File: src/hw/rtl/ubdc_pkg.sv
// shared types and constants of the uart baud divisor calculator
package ubdc_pkg;

    localparam int CLK_W      = 26;
    localparam int BAUD_W     = 22;
    localparam int FRAC_W     = 4;
    localparam int NUM_W      = CLK_W + FRAC_W;
    localparam int PRESCALE_W = 16;
    localparam int MOD_W      = 8;

    // oversampling threshold on the integer quotient clock / baud
    localparam logic [NUM_W-FRAC_W-1:0] OVERSAMPLE_MIN = (NUM_W-FRAC_W)'(48);

    // one division step's working set, handed from cell to cell
    typedef struct packed {
        logic [BAUD_W-1:0] baud;
        logic [BAUD_W-1:0] rem;
        logic [NUM_W-1:0]  num;
        logic [NUM_W-1:0]  quot;
    } work_t;

endpackage

File: src/hw/rtl/ubdc_if.sv
// request and result channel interfaces
interface ubdc_req_if;
    logic                           valid;
    logic                           ready;
    logic [ubdc_pkg::CLK_W-1:0]     clock_hz;
    logic [ubdc_pkg::BAUD_W-1:0]    baud_rate;

    modport source (output valid, output clock_hz, output baud_rate, input ready);
    modport sink (input valid, input clock_hz, input baud_rate, output ready);
endinterface

interface ubdc_rsp_if;
    logic                              valid;
    logic                              ready;
    logic                              oversample;
    logic [ubdc_pkg::PRESCALE_W-1:0]   prescaler;
    logic [ubdc_pkg::MOD_W-1:0]        modulation;
    logic                              prescaler_overflow;
    logic                              divide_error;

    modport source (output valid, output oversample, output prescaler, output modulation,
                    output prescaler_overflow, output divide_error, input ready);
    modport sink (input valid, input oversample, input prescaler, input modulation,
                  input prescaler_overflow, input divide_error, output ready);
endinterface

File: src/hw/rtl/uart_baud_divisor_calc.sv
// uart baud divisor calculator: pipelined divider chain and result stage
//
//   channel | dir | payload
//   --------+-----+------------------------------------------------------------
//   req     | in  | clock_hz[25:0], baud_rate[21:0]
//   rsp     | out | oversample, prescaler[15:0], modulation[7:0],
//           |     | prescaler_overflow, divide_error
//
// one beat per cycle while the result is not stalled; 30 division cells, one quotient
// bit each, then the result register
// the whole chain advances together whenever the result register is empty or taken
// a stalled result holds every cell, so req.ready drops with rsp.ready
// reset clears the valid bits only
module uart_baud_divisor_calc
(
    input  logic          clk,
    input  logic          rst_n,
    ubdc_req_if.sink      req,
    ubdc_rsp_if.source    rsp
);

    localparam int NW = ubdc_pkg::NUM_W;
    localparam int FW = ubdc_pkg::FRAC_W;

    logic            en;
    logic            cell_valid [NW+1];
    ubdc_pkg::work_t cell_work  [NW+1];

    // chain moves when the output slot is free
    assign en        = ~rsp.valid | rsp.ready;
    assign req.ready = en;

    // load the first cell with the scaled clock
    always_comb
    begin
        cell_valid[0]     = req.valid;
        cell_work[0].baud = req.baud_rate;
        cell_work[0].rem  = '0;
        cell_work[0].num  = {req.clock_hz, {FW{1'b0}}};
        cell_work[0].quot = '0;
    end

    // one cell per quotient bit
    for (genvar i = 0; i < NW; i++)
    begin : g_cell
        ubdc_cell u_cell
        (
            .clk       (clk),
            .rst_n     (rst_n),
            .en        (en),
            .in_valid  (cell_valid[i]),
            .in_work   (cell_work[i]),
            .out_valid (cell_valid[i+1]),
            .out_work  (cell_work[i+1])
        );
    end

    // result stage
    ubdc_finish u_finish
    (
        .clk                (clk),
        .rst_n              (rst_n),
        .en                 (en),
        .in_valid           (cell_valid[NW]),
        .in_work            (cell_work[NW]),
        .out_valid          (rsp.valid),
        .oversample         (rsp.oversample),
        .prescaler          (rsp.prescaler),
        .modulation         (rsp.modulation),
        .prescaler_overflow (rsp.prescaler_overflow),
        .divide_error       (rsp.divide_error)
    );

endmodule

File: src/hw/rtl/ubdc_cell.sv
// one restoring division step with its pipeline register
module ubdc_cell
(
    input  logic            clk,
    input  logic            rst_n,
    input  logic            en,
    input  logic            in_valid,
    input  ubdc_pkg::work_t in_work,
    output logic            out_valid,
    output ubdc_pkg::work_t out_work
);

    localparam int BW = ubdc_pkg::BAUD_W;
    localparam int NW = ubdc_pkg::NUM_W;

    logic            valid_reg;
    ubdc_pkg::work_t work_reg;
    ubdc_pkg::work_t work_next;
    logic [BW:0]     shifted;
    logic [BW+1:0]   diff;
    logic            take;

    // shift in next dividend bit and try to subtract the divisor
    always_comb
    begin
        shifted = {in_work.rem, in_work.num[NW-1]};
        diff    = {1'b0, shifted} - {2'b00, in_work.baud};
        take    = ~diff[BW+1];

        work_next      = in_work;
        work_next.rem  = take ? diff[BW-1:0] : shifted[BW-1:0];
        work_next.num  = {in_work.num[NW-2:0], 1'b0};
        work_next.quot = {in_work.quot[NW-2:0], take};
    end

    // valid bit
    always_ff @(posedge clk or negedge rst_n)
    begin
        if (!rst_n)
        begin
            valid_reg <= 1'b0;
        end
        else if (en)
        begin
            valid_reg <= in_valid;
        end
    end

    // working set
    always_ff @(posedge clk)
    begin
        if (en)
        begin
            work_reg <= work_next;
        end
    end

    assign out_valid = valid_reg;
    assign out_work  = work_reg;

endmodule

File: src/hw/rtl/ubdc_finish.sv
// mode choice, modulation rounding and output register
module ubdc_finish
(
    input  logic                              clk,
    input  logic                              rst_n,
    input  logic                              en,
    input  logic                              in_valid,
    input  ubdc_pkg::work_t                   in_work,
    output logic                              out_valid,
    output logic                              oversample,
    output logic [ubdc_pkg::PRESCALE_W-1:0]   prescaler,
    output logic [ubdc_pkg::MOD_W-1:0]        modulation,
    output logic                              prescaler_overflow,
    output logic                              divide_error
);

    localparam int NW = ubdc_pkg::NUM_W;
    localparam int FW = ubdc_pkg::FRAC_W;
    localparam int PW = ubdc_pkg::PRESCALE_W;
    localparam int MW = ubdc_pkg::MOD_W;
    localparam int DW = NW - FW;

    logic          valid_reg;
    logic          os_reg;
    logic [PW-1:0] pre_reg;
    logic [MW-1:0] mod_reg;
    logic          ovf_reg;
    logic          err_reg;

    logic          os_next;
    logic [PW-1:0] pre_next;
    logic [MW-1:0] mod_next;
    logic          ovf_next;
    logic          err_next;
    logic [DW-1:0] div;
    logic [3:0]    plain_sum;
    logic [4:0]    os_sum;
    logic [NW-1:0] q;

    // pick mode, round modulation, dropping the carry
    always_comb
    begin
        q         = in_work.quot;
        err_next  = (in_work.baud == '0);
        os_next   = (q[NW-1:FW] >= ubdc_pkg::OVERSAMPLE_MIN);
        plain_sum = q[3:0] + 4'd1;
        os_sum    = q[7:3] + 5'd1;
        if (os_next)
        begin
            div      = {{FW{1'b0}}, q[NW-1:2*FW]};
            mod_next = {os_sum[4:1], 4'b0000};
        end
        else
        begin
            div      = q[NW-1:FW];
            mod_next = {4'b0000, plain_sum[3:1], 1'b0};
        end
        pre_next = div[PW-1:0];
        ovf_next = |div[DW-1:PW];
        if (err_next)
        begin
            os_next  = 1'b0;
            pre_next = '0;
            mod_next = '0;
            ovf_next = 1'b0;
        end
    end

    // output valid
    always_ff @(posedge clk or negedge rst_n)
    begin
        if (!rst_n)
        begin
            valid_reg <= 1'b0;
        end
        else if (en)
        begin
            valid_reg <= in_valid;
        end
    end

    // output payload
    always_ff @(posedge clk)
    begin
        if (en)
        begin
            os_reg  <= os_next;
            pre_reg <= pre_next;
            mod_reg <= mod_next;
            ovf_reg <= ovf_next;
            err_reg <= err_next;
        end
    end

    assign out_valid          = valid_reg;
    assign oversample         = os_reg;
    assign prescaler          = pre_reg;
    assign modulation         = mod_reg;
    assign prescaler_overflow = ovf_reg;
    assign divide_error       = err_reg;

endmodule

File: src/flat_wrapper.sv
// flat-port wrapper written by rule: the top's interface ports become plain ports
module uart_baud_divisor_calc_flat 
  (clk, rst_n, req_valid, req_clock_hz, req_baud_rate, req_ready, rsp_valid, rsp_oversample, rsp_prescaler, rsp_modulation, rsp_prescaler_overflow, rsp_divide_error, rsp_ready);
  ubdc_req_if req_i ();
  ubdc_rsp_if rsp_i ();
  input  logic clk;
  input  logic rst_n;
  input wire logic [$bits(req_i.valid)-1:0] req_valid;
  input wire logic [$bits(req_i.clock_hz)-1:0] req_clock_hz;
  input wire logic [$bits(req_i.baud_rate)-1:0] req_baud_rate;
  output wire logic [$bits(req_i.ready)-1:0] req_ready;
  output wire logic [$bits(rsp_i.valid)-1:0] rsp_valid;
  output wire logic [$bits(rsp_i.oversample)-1:0] rsp_oversample;
  output wire logic [$bits(rsp_i.prescaler)-1:0] rsp_prescaler;
  output wire logic [$bits(rsp_i.modulation)-1:0] rsp_modulation;
  output wire logic [$bits(rsp_i.prescaler_overflow)-1:0] rsp_prescaler_overflow;
  output wire logic [$bits(rsp_i.divide_error)-1:0] rsp_divide_error;
  input wire logic [$bits(rsp_i.ready)-1:0] rsp_ready;
  assign req_i.valid = req_valid;
  assign req_i.clock_hz = req_clock_hz;
  assign req_i.baud_rate = req_baud_rate;
  assign req_ready = req_i.ready;
  assign rsp_valid = rsp_i.valid;
  assign rsp_oversample = rsp_i.oversample;
  assign rsp_prescaler = rsp_i.prescaler;
  assign rsp_modulation = rsp_i.modulation;
  assign rsp_prescaler_overflow = rsp_i.prescaler_overflow;
  assign rsp_divide_error = rsp_i.divide_error;
  assign rsp_i.ready = rsp_ready;
  uart_baud_divisor_calc u_core (.clk(clk), .rst_n(rst_n), .req(req_i), .rsp(rsp_i));
endmodule
File: config.mk
export PLATFORM = sky130hd
export DESIGN_NAME = uart_baud_divisor_calc_flat
export DESIGN_NICKNAME = d
export VERILOG_FILES = /design/src/hw/rtl/ubdc_pkg.sv /design/src/hw/rtl/ubdc_if.sv /design/src/hw/rtl/uart_baud_divisor_calc.sv /design/src/hw/rtl/ubdc_cell.sv /design/src/hw/rtl/ubdc_finish.sv /design/src/flat_wrapper.sv
export SDC_FILE = /design/constraint.sdc
export NUM_CORES = 2
export LEC_CHECK = 0
export BUFFER_PORTS_ARGS = -buffer_cell sky130_fd_sc_hd__buf_4
export CAP_MARGIN = 10
export CORE_MARGIN = 2
export CORE_UTILIZATION = 35
export CTS_BUF_LIST = sky130_fd_sc_hd__clkbuf_16
export CTS_CLUSTER_SIZE = 28
export DETAILED_ROUTE_END_ITERATION = 8
export PLACE_DENSITY = 0.61
export SLEW_MARGIN = 20
export SYNTH_ARGS = -nofsm -noshare
export SYNTH_HDL_FRONTEND = slang
export SYNTH_SLANG_ARGS = --single-unit
export TNS_END_PERCENT = 10
File: constraint.sdc
create_clock -name clk -period 124.2 [get_ports clk]
set_input_delay 24.84 -clock clk [delete_from_list [all_inputs] [get_ports clk]]
set_output_delay 24.84 -clock clk [all_outputs]
set_load 0.02 [all_outputs]
# ---- Word level (Yosys, flattened, before mapping)
# Index checks and enable logic that the tools add are counted.
dict set report word_totals {
  reg_bits 2146
  elab_cells 256
  out_inout_bits 29
  inputBits 52
}
dict set report op_classes {
  add_sub_neg 32
  muxes 30
  bitwise 33
  magnitude_cmp 1
  reduce_logical 4
}
# cell count
set ops {}
lappend ops {{23-bit by 22-bit subtractor with 24-bit output} 29}
lappend ops {{22-bit 2-to-1 mux} 28}
lappend ops {{1-bit inverter} 32}
lappend ops {{26-bit by 6-bit greater-or-equal comparator with 1-bit output, second input constant} 1}
lappend ops {{26-bit 2-to-1 mux} 1}
lappend ops {{1-bit by 22-bit subtractor with 23-bit output} 1}
lappend ops {{22-bit zero test} 1}
lappend ops {{10-bit OR reduction} 1}
lappend ops {{5-bit by 1-bit adder with 5-bit output, second input constant} 1}
lappend ops {{4-bit by 1-bit adder with 4-bit output, second input constant} 1}
lappend ops {{2-bit OR reduction} 2}
lappend ops {{1-bit 2-to-1 mux} 1}
lappend ops {{1-bit bitwise OR} 1}

# ---- Longest topological paths before layout
dict set report depth {
  depth_word 3
  mapped_depth 14
  mapped_depth_nobuf 12
}

# ---- Modules after synthesis
# A second synthesis with hierarchy kept.
dict set report unflattened {
  cells_unflattened 10289
  hier_area_um2 143261.1
}
# mod cells_each seq_area_each_um2 area_each_um2 instances
set by_module_without_submodules {}
lappend by_module_without_submodules {{ubdc_cell (u_core.g_cell[0].u_cell ...)} 347 3118.0 4772.1 14}
lappend by_module_without_submodules {{ubdc_cell (u_core.g_cell[25].u_cell ...)} 331 3118.0 4685.7 9}
lappend by_module_without_submodules {{ubdc_cell (u_core.g_cell[29].u_cell ...)} 330 3118.0 4623.2 4}
lappend by_module_without_submodules {{ubdc_cell (u_core.g_cell[12].u_cell ...)} 352 3118.0 4883.4 2}
lappend by_module_without_submodules {{ubdc_cell (u_core.g_cell[11].u_cell)} 329 3118.0 4735.8 1}
lappend by_module_without_submodules {ubdc_finish 97 805.8 1275.0 1}
lappend by_module_without_submodules {uart_baud_divisor_calc 2 0.0 10.0 1}

# ---- Worst setup path before layout
# OpenSTA, ideal clock, no wires.
dict set report synth_timing {
  path_type {input to output}
  start {in rsp_ready}
  end {out req_ready}
  required_ns 99.360
  setup_slack_ns 17.267
  arrival_ns 82.093
  stages 3
  cell_sequence {nand2b_1 -> clkbuf_1 -> buf_1}
}
dict set report synth_between {
  elab_chain_cells 1
}
# element line
set synth_lines {}
lappend synth_lines {{from (decl)} flat_wrapper.sv:18} ;# input wire logic [$bits(rsp_i.ready)-1:0] rsp_ready;
lappend synth_lines {{1-bit bitwise OR} uart_baud_divisor_calc.sv:30} ;# assign en = ~rsp.valid | rsp.ready;
lappend synth_lines {{to (decl)} flat_wrapper.sv:11} ;# output wire logic [$bits(req_i.ready)-1:0] req_ready;
# Every way passes these cells.

# ---- Worst setup path after layout
# Ends and elaborated chain as after synthesis.

==> metrics.txt <==
# TYPE chip_impl_metric gauge
chip_impl_metric{name="worstSkewPairLatency",unit="ns"} 0.93
chip_impl_info{name="mostFrequentLayoutCell",value="sky130_fd_sc_hd__edfxtp_1"} 1
chip_impl_info{name="synth_ff_type",value="sky130_fd_sc_hd__edfxtp_1"} 1
chip_impl_info{name="classification_of_the_worst_slack_hold_path",value="reg2reg"} 1
chip_impl_metric{name="vias_per_cell",unit=""} 4.93
chip_impl_info{name="critical_path.startpoint_type",value="input port"} 1
chip_impl_metric{name="sum_of_negative_setup_slack",unit="ns"} 0
chip_impl_metric{name="grt_overflow_total",unit=""} 0
chip_impl_metric{name="postCtsSetupBuffers",unit=""} 0
chip_impl_info{name="route.top_layer_used",value="met4"} 1
chip_impl_metric{name="finalWorstPathRequiredPeriod",unit="ns"} 50.35
chip_impl_metric{name="route.met3.wl",unit="um"} 7610
chip_impl_metric{name="first_global_vias",unit=""} 62100
chip_impl_info{name="cts_root_buffer",value="sky130_fd_sc_hd__clkbuf_16"} 1
chip_impl_metric{name="async_reset_ff_frac",unit=""} 0.0145
chip_impl_metric{name="slew_headroom",unit=""} 0.283
chip_impl_metric{name="yosysWarningCount",unit=""} 0
chip_impl_metric{name="wl_met1",unit="um"} 81200
chip_impl_metric{name="post_synth_num_cell_types",unit=""} 92
chip_impl_metric{name="worst_skew",unit="ns"} 0.108
chip_impl_metric{name="dr_total_vias",unit=""} 61100
chip_impl_metric{name="area_of_the_mapped_netlist",unit="um2"} 103000
chip_impl_metric{name="min_period_over_period",unit=""} 0.405
chip_impl_metric{name="synthCells",unit=""} 8038
chip_impl_metric{name="io_pins",unit=""} 81
chip_impl_metric{name="met2WireLength",unit="um"} 93900
chip_impl_info{name="rsz0062_at_grt",value="false"} 1
chip_impl_metric{name="setup_violations",unit=""} 0
chip_impl_metric{name="fin_util",unit=""} 0.396
chip_impl_metric{name="worst_path_largest_cell_delay",unit="ns"} 0.26
chip_impl_metric{name="die_height",unit="um"} 547
chip_impl_metric{name="synth-edff-count",unit=""} 2114
chip_impl_metric{name="ctsLongestPathBuffers",unit=""} 4
chip_impl_metric{name="regToRegSetupSlack",unit="ns"} 116.97
chip_impl_metric{name="min_path_cells",unit=""} 0
chip_impl_metric{name="synth_seq_cells",unit=""} 2145
chip_impl_metric{name="gpl.final_weighted_congestion",unit=""} 0.907
chip_impl_metric{name="synth_sequential_area_ratio",unit=""} 0.623
chip_impl_metric{name="arrival",unit="ns"} 25.51
chip_impl_metric{name="layout-area-overhead-vs-synth",unit="%"} 12.8
chip_impl_metric{name="hpwlAfterDp",unit="um"} 133000
chip_impl_info{name="worst_path_cell_chain",value="buf_4 > nand2b_4 > buf_4"} 1
chip_impl_info{name="timing.critical_path.mode_cell",value="sky130_fd_sc_hd__buf_4"} 1
chip_impl_metric{name="antenna_found_initial",unit=""} 2
chip_impl_metric{name="timing.reg2reg.worst_path_depth",unit=""} 9
chip_impl_metric{name="cp_num_buf_inv",unit=""} 2
chip_impl_info{name="path_delay_family",value="buffers and inverters"} 1
chip_impl_info{name="slowest_stage",value="sky130_fd_sc_hd__nand2b_4"} 1
chip_impl_metric{name="path_clk_slew",unit="ns"} 0.07
chip_impl_info{name="holdCritStartpoint",value="u_core.g_cell[15].u_cell.out_work[13]"} 1
chip_impl_metric{name="drc_errors",unit=""} 0
chip_impl_metric{name="post_synth.cell_area_avg",unit="um2"} 12.8
chip_impl_info{name="cp_class",value="in2out"} 1
chip_impl_metric{name="post_cts_hold_buffer_count",unit=""} 0
chip_impl_metric{name="core_area",unit="um2"} 294000
chip_impl_info{name="crit-reg2reg-capture",value="u_core.g_cell[27].u_cell.out_work[60]"} 1
chip_impl_metric{name="routed_wl",unit="um"} 190000
chip_impl_metric{name="grt_max_degree",unit=""} 199
chip_impl_metric{name="fmax",unit="MHz"} 19.9
chip_impl_metric{name="initial_core_util",unit=""} 0.351
chip_impl_metric{name="floorplan.die_area",unit="um2"} 299000
chip_impl_metric{name="cts.sinks",unit=""} 2145
chip_impl_info{name="holdPathEnd",value="u_core.g_cell[16].u_cell.out_work[14]"} 1
chip_impl_metric{name="total_clock_buffers_created_by_cts",unit=""} 238
chip_impl_metric{name="design.final.nets",unit=""} 9000
chip_impl_info{name="critical_path.reg2reg.startpoint",value="u_core.u_finish.out_valid"} 1
chip_impl_metric{name="detailedRoute.firstIterationViolations",unit=""} 4146
chip_impl_info{name="clock_tree_from_tritoncts",value="done"} 1
chip_impl_metric{name="cap_violations",unit=""} 0
chip_impl_metric{name="total_iterations_of_the_first_detailed_routing_run",unit=""} 6
chip_impl_metric{name="final-hold-violation-count",unit=""} 0
chip_impl_metric{name="buffer_ports.inserted",unit=""} 79
chip_impl_metric{name="maxSlewViolCount",unit=""} 0
chip_impl_metric{name="postCtsResizedCells",unit=""} 0
chip_impl_metric{name="critical_path_required",unit="ns"} 99.36
chip_impl_metric{name="chip_width",unit="um"} 547
chip_impl_metric{name="tightest_slew",unit="ns"} 1.06
chip_impl_info{name="run_status",value="complete, no violations"} 1
chip_impl_metric{name="std_cell_rows",unit=""} 199
chip_impl_metric{name="dr_wl_cell",unit="um"} 15.3
chip_impl_metric{name="drt.antenna.violating_nets",unit=""} 0
chip_impl_metric{name="critPathMaxFanout",unit=""} 2
chip_impl_metric{name="htreeDepth",unit=""} 4
chip_impl_info{name="commonest_non_fill_non_tap_cells_in_the_layout",value="sky130_fd_sc_hd__edfxtp_1 (2114), sky130_fd_sc_hd__inv_1 (866), sky130_fd_sc_hd__ha_1 (638)"} 1
chip_impl_metric{name="grt_pass1_wl",unit="um"} 311000
chip_impl_metric{name="grt_use_total",unit=""} 0.123
chip_impl_info{name="timing.critical_path.to_type",value="output pin"} 1
chip_impl_metric{name="drive_gt1_frac",unit=""} 0.0954
-- kinds of logic after synthesis --
kind of cell / synth area share
flops: 0.623
compound gates: 0.115
simple gates: 0.0742
buf+inv: 0.0368
fa+ha+maj: 0.0829
xor+xnor: 0.0382
mux: 0.0290
other cells: 0.0000364
-- cell usage after synthesis, types with 84 or more instances --
cell / count / area (um2)
sky130_fd_sc_hd__o21ai_0: 431 / 2160
sky130_fd_sc_hd__clkbuf_1: 92 / 345
sky130_fd_sc_hd__a21o_1: 187 / 1400
sky130_fd_sc_hd__o21a_1: 135 / 1010
sky130_fd_sc_hd__a211oi_1: 84 / 631
sky130_fd_sc_hd__nor2_1: 550 / 2060
sky130_fd_sc_hd__inv_1: 833 / 3130
sky130_fd_sc_hd__mux2_2: 216 / 2430
sky130_fd_sc_hd__a21oi_1: 635 / 3180
sky130_fd_sc_hd__nand2b_1: 105 / 657
sky130_fd_sc_hd__xor2_1: 191 / 1670
sky130_fd_sc_hd__nor2b_1: 104 / 651
sky130_fd_sc_hd__xnor2_1: 259 / 2270
sky130_fd_sc_hd__edfxtp_1: 2114 / 63500
sky130_fd_sc_hd__nand2_1: 417 / 1570
sky130_fd_sc_hd__nor3_1: 102 / 510
sky130_fd_sc_hd__ha_1: 638 / 7980
-- metal layers --
layer	vias to the layer above	GRT usage
met5	-	0
met4	0	0.0486
met3	429	0.0197
met2	1153	0.219
met1	29500	0.149
li1	30100	-
-- registers in the layout (all words and copies together), names as in the netlist --
register                            count
u_core.u_finish.divide_error            1
u_core.u_finish.out_valid               1
u_core.u_finish.modulation              7
u_core.u_finish.oversample              1
u_core.u_finish.prescaler_overflow      1
u_core.g_cell.u_cell.out_work        2088
u_core.g_cell.u_cell.out_valid         30
u_core.u_finish.prescaler              16
-- how the worst max path moves through the flow --
stage | startpoint | end | slack [ns] | cells past startpoint
2_1_floorplan | rsp_ready | req_ready | 17.27 | 3
3_3_place_gp | rsp_ready | req_ready | 73.76 | 3
6_report | rsp_ready | req_ready | 73.85 | 3
5_1_grt | rsp_ready | req_ready | 73.80 | 3
3_5_place_dp | rsp_ready | req_ready | 73.77 | 3
4_1_cts | rsp_ready | req_ready | 73.77 | 3
-- stage by stage --
step / hold slack, ns / setup slack [ns] / cells / area [um2]
after floorplan: 0.400 / 17.27 / 8048 / 103000
after global placement: 0.400 / 73.76 / 12000 / 109000
after detailed placement: 0.405 / 73.77 / 12000 / 109000
after CTS: 0.353 / 73.77 / 12400 / 116000
after global routing: 0.369 / 73.80 / 12400 / 116000
final: 0.372 / 73.85 / 12400 / 116000
-- layout make-up --
type                    instances  area, um2
fillers                     27000     177000
flip-flops and latches       2145      64300
multi-input cells            4922      35100
clock buffers                 239       5980
well taps                    3919       4900
inverters                     833       3130
clock inverters               202       1820
repair buffers                142       1090
diodes                          1       2.50
Power is left out: the tool's default activity adds up to more than one toggle a clock period on the data nets, which glitch-free logic cannot reach.
